**src/sv/evtv_pkg.sv**
```systemverilog
// Shared types and constants for the EEVDF virtual-time accounting block.
// No dependencies; imported by every module of the block.
`default_nettype none
package evtv_pkg;

   localparam int unsigned SLICE_NS_DEF = 20000000;
   localparam int unsigned CAP_SCALE    = 1024;
   localparam int unsigned PCT_SCALE    = 100;
   localparam int unsigned BIG_PCT      = 90;
   localparam int unsigned LAG_SHIFT    = 2;     // quantum / 4
   localparam int unsigned INV_BITS     = 20;
   localparam int unsigned CAP_SHIFT    = 10;    // divide by CAP_SCALE

   localparam int unsigned VT_W   = 64;
   localparam int unsigned SUM_W  = 40;
   localparam int unsigned WT_W   = 14;
   localparam int unsigned CAP_W  = 11;
   localparam int unsigned SL_W   = 25;
   localparam int unsigned USED_W = 27;          // holds SLICE_NS up to its maximum
   localparam int unsigned Q_W    = 28;          // quantum
   localparam int unsigned WV_W   = 35;          // quantum*100 or scaled service
   localparam int unsigned INV_W  = 21;
   localparam int unsigned FIFO_DEPTH = 2;

   localparam logic [WV_W-1:0]  LOW32   = WV_W'(64'hffff_ffff);
   localparam logic [SUM_W-1:0] SUM_MAX = '1;

   typedef enum logic [2:0] {
      CMD_ENQUEUE    = 3'd0,
      CMD_RUNNING    = 3'd1,
      CMD_STOPPING   = 3'd2,
      CMD_SET_WEIGHT = 3'd3,
      CMD_ENABLE     = 3'd4,
      CMD_DISABLE    = 3'd5
   } cmd_type;

   // item after classification: zero weights/capacity replaced, service time computed
   typedef struct packed {
      logic [2:0]        cmd;
      logic [VT_W-1:0]   tv;
      logic [WT_W-1:0]   w;
      logic [WT_W-1:0]   nw;
      logic [USED_W-1:0] used;
      logic [CAP_W-1:0]  cap;
   } item_type;

   typedef struct packed {
      logic [VT_W-1:0]  tv;
      logic [VT_W-1:0]  vd;
      logic             qc;
      logic [VT_W-1:0]  g;
      logic [SUM_W-1:0] ws;
   } res_type;

   typedef struct packed {
      logic empty;
      logic full;
   } fifo_stat_type;

endpackage
`default_nettype wire

```
**src/sv/evtv_front.sv**
```systemverilog
// Front end: accepts event words, normalizes their fields and queues them.
// Depends on evtv_pkg.
`default_nettype none
module evtv_front import evtv_pkg::*; #(
   parameter int unsigned SLICE_NS = SLICE_NS_DEF
) (
   input  wire logic               clock,
   input  wire logic               reset,
   input  wire logic               push,
   input  wire logic [2:0]         command,
   input  wire logic [VT_W-1:0]    task_vtime,
   input  wire logic [WT_W-1:0]    task_weight,
   input  wire logic [WT_W-1:0]    next_weight,
   input  wire logic [SL_W-1:0]    slice_left,
   input  wire logic [CAP_W-1:0]   cpu_cap,
   output fifo_stat_type           stat,
   output item_type                item,
   output logic                    item_valid,
   input  wire logic               item_take
);

   localparam int unsigned PTR_W = $clog2(FIFO_DEPTH);
   localparam int unsigned CNT_W = $clog2(FIFO_DEPTH + 1);

   item_type             mem_ff [FIFO_DEPTH];
   logic [PTR_W-1:0]     wr_ptr_ff, wr_ptr_in;
   logic [PTR_W-1:0]     rd_ptr_ff, rd_ptr_in;
   logic [CNT_W-1:0]     count_ff, count_in;
   item_type             cls;
   logic [USED_W-1:0]    sl_ext;
   logic                 do_push;

   assign sl_ext = USED_W'(slice_left);

   always_comb begin
      cls.cmd  = command;
      cls.tv   = task_vtime;
      cls.w    = (task_weight == '0) ? WT_W'(1) : task_weight;
      cls.nw   = (next_weight == '0) ? WT_W'(1) : next_weight;
      cls.cap  = (cpu_cap == '0) ? CAP_W'(CAP_SCALE) : cpu_cap;
      // overrun of the slice charges nothing
      cls.used = (sl_ext > USED_W'(SLICE_NS)) ? '0 : USED_W'(SLICE_NS) - sl_ext;
   end

   assign stat.full  = (count_ff == CNT_W'(FIFO_DEPTH));
   assign stat.empty = (count_ff == '0);
   assign item_valid = !stat.empty;
   assign item       = mem_ff[rd_ptr_ff];
   assign do_push    = push && !stat.full;

   always_comb begin
      wr_ptr_in = wr_ptr_ff;
      rd_ptr_in = rd_ptr_ff;
      count_in  = count_ff;
      if (do_push) begin
         wr_ptr_in = (wr_ptr_ff == PTR_W'(FIFO_DEPTH - 1)) ? '0 : wr_ptr_ff + 1'b1;
      end
      if (item_take) begin
         rd_ptr_in = (rd_ptr_ff == PTR_W'(FIFO_DEPTH - 1)) ? '0 : rd_ptr_ff + 1'b1;
      end
      case ({do_push, item_take})
         2'b10:   count_in = count_ff + 1'b1;
         2'b01:   count_in = count_ff - 1'b1;
         default: count_in = count_ff;
      endcase
   end

   always_ff @(posedge clock) begin
      if (reset) begin
         wr_ptr_ff <= '0;
         rd_ptr_ff <= '0;
         count_ff  <= '0;
      end else begin
         wr_ptr_ff <= wr_ptr_in;
         rd_ptr_ff <= rd_ptr_in;
         count_ff  <= count_in;
      end
   end

   always_ff @(posedge clock) begin
      if (do_push) begin
         mem_ff[wr_ptr_ff] <= cls;
      end
   end

endmodule
`default_nettype wire

```
**config.mk**
```make
export PLATFORM = sky130hd
export DESIGN_NAME = evtv_front
export DESIGN_NICKNAME = d
export VERILOG_FILES = /design/src/sv/evtv_pkg.sv /design/src/sv/evtv_front.sv
export SDC_FILE = /design/constraint.sdc
export NUM_CORES = 1
export LEC_CHECK = 0
export BUFFER_PORTS_ARGS = -buffer_cell sky130_fd_sc_hd__buf_2
export CAP_MARGIN = 5
export CORE_ASPECT_RATIO = 1.1
export CORE_MARGIN = 1
export CORE_UTILIZATION = 30
export DETAILED_ROUTE_END_ITERATION = 8
export PLACE_DENSITY = 0.48
export RECOVER_POWER = 100
export SYNTH_ARGS = -nofsm -noshare
export SYNTH_HDL_FRONTEND = slang
export SYNTH_SLANG_ARGS = --single-unit
```
**constraint.sdc**
```tcl
create_clock -name clock -period 12.4 [get_ports clock]
set_clock_uncertainty 0.2 [all_clocks]
set_input_delay 3.1 -clock clock [delete_from_list [all_inputs] [get_ports clock]]
set_output_delay 3.1 -clock clock [all_outputs]
set_load 0.02 [all_outputs]
```
==> results.json <==
{
  "outcome": "complete, but fails checks",
  "violations": "capacitance limit, slew limit",
  "cts-resized-gates": 0,
  "gp_congestion": 0.7462,
  "crit_type": "reg2out",
  "hold_path.class": "reg2reg",
  "syn_nets": 745,
  "finalHoldViolCount": 0,
  "syn_avg_cell_area_um2": 17.65,
  "htree_levels": 1,
  "cts.hold.buffers_added": 0,
  "grt_setup_unrepaired": "false",
  "ir_drop_mv": 0.1022,
  "hold_ws_ns": 0.3102,
  "maxSlewHeadroom_pct": -173.3,
  "hp-start": "count_ff[1]",
  "dp_hpwl_um": 15550,
  "vias_per_cell": 4.384,
  "dr_total_vias": 5966,
  "final_nets": 993,
  "grt_max_degree": 69,
  "fmax_mhz": 125.3,
  "antenna_found_initial": 3,
  "end_kind": "output port",
  "initial_core_util_pct": 30.46,
  "setup-violations-final": 0,
  "drtIter0Drc": 182,
  "crit_path_cell_trace": "buf_4 > mux2_2 > clkbuf_1",
  "placed_area_um2": 12480,
  "dr.pass1.iters": 4,
  "drt_wl_total_um": 23520,
  "start_kind": "register",
  "yosysSeqAreaShare_pct": 74.82,
  "fin_tns_setup_ns": 0,
  "yosys_warnings": 0,
  "leakage_nw": 4.332,
  "max_slew.worst_pin.slew_ns": 4.099,
  "clock_sinks": 269,
  "io_buffers": 270,
  "rows": 72,
  "core_region_area_um2": 35220,
  "synth-seq-cells": 269,
  "rr_worst_depth": 4,
  "fin_crit_sh_pct": 64.35,
  "synth-edff-count": 264,
  "ys.flop_type": "edfxtp_1",
  "final_common_cell": "edfxtp_1",
  "fin_area_um2": 13080,
  "maxCapViolCount": 5,
  "slowest_delay_ns": 2.45,
  "cts-root-buf": "clkbuf_16",
  "ant_nets": 0,
  "cts_tree": "yes",
  "grt_pass1_vias": 6176,
  "path_clk_slew_ns": 0.06,
  "finalCriticalPeriod_ns": 7.979,
  "final_cell_mix": "edfxtp_1 (264), clkbuf_1 (216), mux2_2 (126)",
  "power_density_nw_per_um2": 180.0,
  "syn-instance-count": 608,
  "ioPinCount": 271,
  "clk_latency_ns": 0.54,
  "rr_startpoint": "count_ff[0]",
  "dieArea_um2": 36520,
  "postSynth.asyncResetShare_pct": 0,
  "overflow": 0,
  "layout-drive-gt1-share_pct": 27.76,
  "drc": 0,
  "required_ns": 9.10,
  "crit_arrival_ns": 4.68,
  "post_cts_buffers": 0,
  "slowest_stage": "dfxtp_1",
  "drv_slew": 310,
  "max-clock-path-buffers": 3,
  "cts_buffers": 30,
  "grt_pass1_wl_um": 35640,
  "crit_fanout": 68,
  "die_h_um": 200.3,
  "synth_area_um2": 10730,
  "die_x_um": 182.3,
  "wl_per_cell_um": 17.28,
  "nFillCells": 3446,
  "track_usage_pct": 12.58,
  "yosysUniqueCellTypes": 51,
  "area_delta_synth_final_pct": 21.89,
  "min_path_cells": 2
}
metal layers:
| metal | up-vias | wire [um] | GRT usage, % |
|---|---|---|---|
| met5 | - | 27 | 0 |
| li1 | 2818 | - | - |
| met1 | 2886 | 10040 | 15.60 |
| met2 | 218 | 10640 | 20.20 |
| met3 | 40 | 2395 | 5.255 |
| met4 | 4 | 413 | 3.151 |
cell families after synthesis:
kind of cell,count (synthesis),synth area share (%)
flip-flops,269,74.82
multiplexers,132,13.85
AND/OR/NAND/NOR,77,4.093
buffers and inverters,66,2.636
AO/OA/AOI/OAI,45,2.974
XOR/XNOR,17,1.388
adder cells (fa/ha/maj),2,0.2332
cell usage after synthesis, types with 2 or more instances:
library cell  number  area, um2
buf_6              2      22.52
or2_2              2      12.51
a41o_1             2      20.02
o211ai_1           2      15.01
nor2_4             2      22.52
clkbuf_1          50      187.7
o31ai_1            2      15.01
nand3_1            3      15.01
inv_1              7      26.28
xnor2_1           10      87.58
nor2_1            18      67.56
a31o_2             4      35.03
xor2_1             7      61.31
mux2_2           132       1486
and3_1             3      18.77
o21ai_0           10      50.05
nor2_2             7      43.79
or3_1              3      18.77
a21oi_1           10      50.05
edfxtp_1         264       7928
o211a_1            2      20.02
nor4_1             6      37.54
nor3_1            11      55.05
ha_1               2      25.02
dfxtp_1            5      100.1
nand2_1           13      48.80
buf_1              5      18.77
registers in the layout, indices dropped and copies added (netlist names), named ones only:
signal     count
count_ff       2
mem_ff       264
rd_ptr_ff      1
wr_ptr_ff      1
power breakdown:
| group | leakage, nW | internal (W) | total (W) | switching [W] |
|---|---|---|---|---|
| logic | 1.35 | 0.000117 | 0.000362 | 0.000244 |
| registers | 2.52 | 0.00113 | 0.00116 | 0.0000292 |
| clock network | 0.459 | 0.000494 | 0.000836 | 0.000342 |
| total | 4.33 | 0.00174 | 0.00235 | 0.000615 |
final cells by class:
type | count | area, um2 | share of cell area (%)
Inverter | 7 | 26.28 | 0.2009
Tap cell | 481 | 601.8 | 4.602
Clock inverter | 17 | 128.9 | 0.9855
Timing Repair Buffer | 275 | 1117 | 8.544
Antenna cell | 1 | 2.502 | 0.01914
Clock buffer | 38 | 802.0 | 6.133
Multi-Input combinational cell | 273 | 2371 | 18.13
Sequential cell | 269 | 8028 | 61.39
stage by stage:
stage               setup slack, ns  util [%]  std cells  power [W]
floorplan                     2.900         -        608   0.001424
global placement              6.493     35.43       1305   0.001556
detailed placement            6.537     35.43       1305   0.001558
CTS                           5.971     38.07       1360   0.002411
global route                  3.911     37.12       1360   0.002464
finish                        4.421     37.13       1361   0.002354
path summary, 6_finish.rpt:
| path | slack, ns | end |
|---|---|---|
| max | 4.42 | item[73] |
| min | 0.31 | count_ff[1] |
| min reg2reg | 0.31 | count_ff[1] |
| max reg2reg | 7.36 | mem_ff[0][101] |
critical path, delay by kind of cell, from the launching register on:
kind                   cells  cell delay, ns
buffers and inverters      2            1.21
muxes                      1            0.42
DFF                        1            2.45
Power figures use the tool's default switching activity.
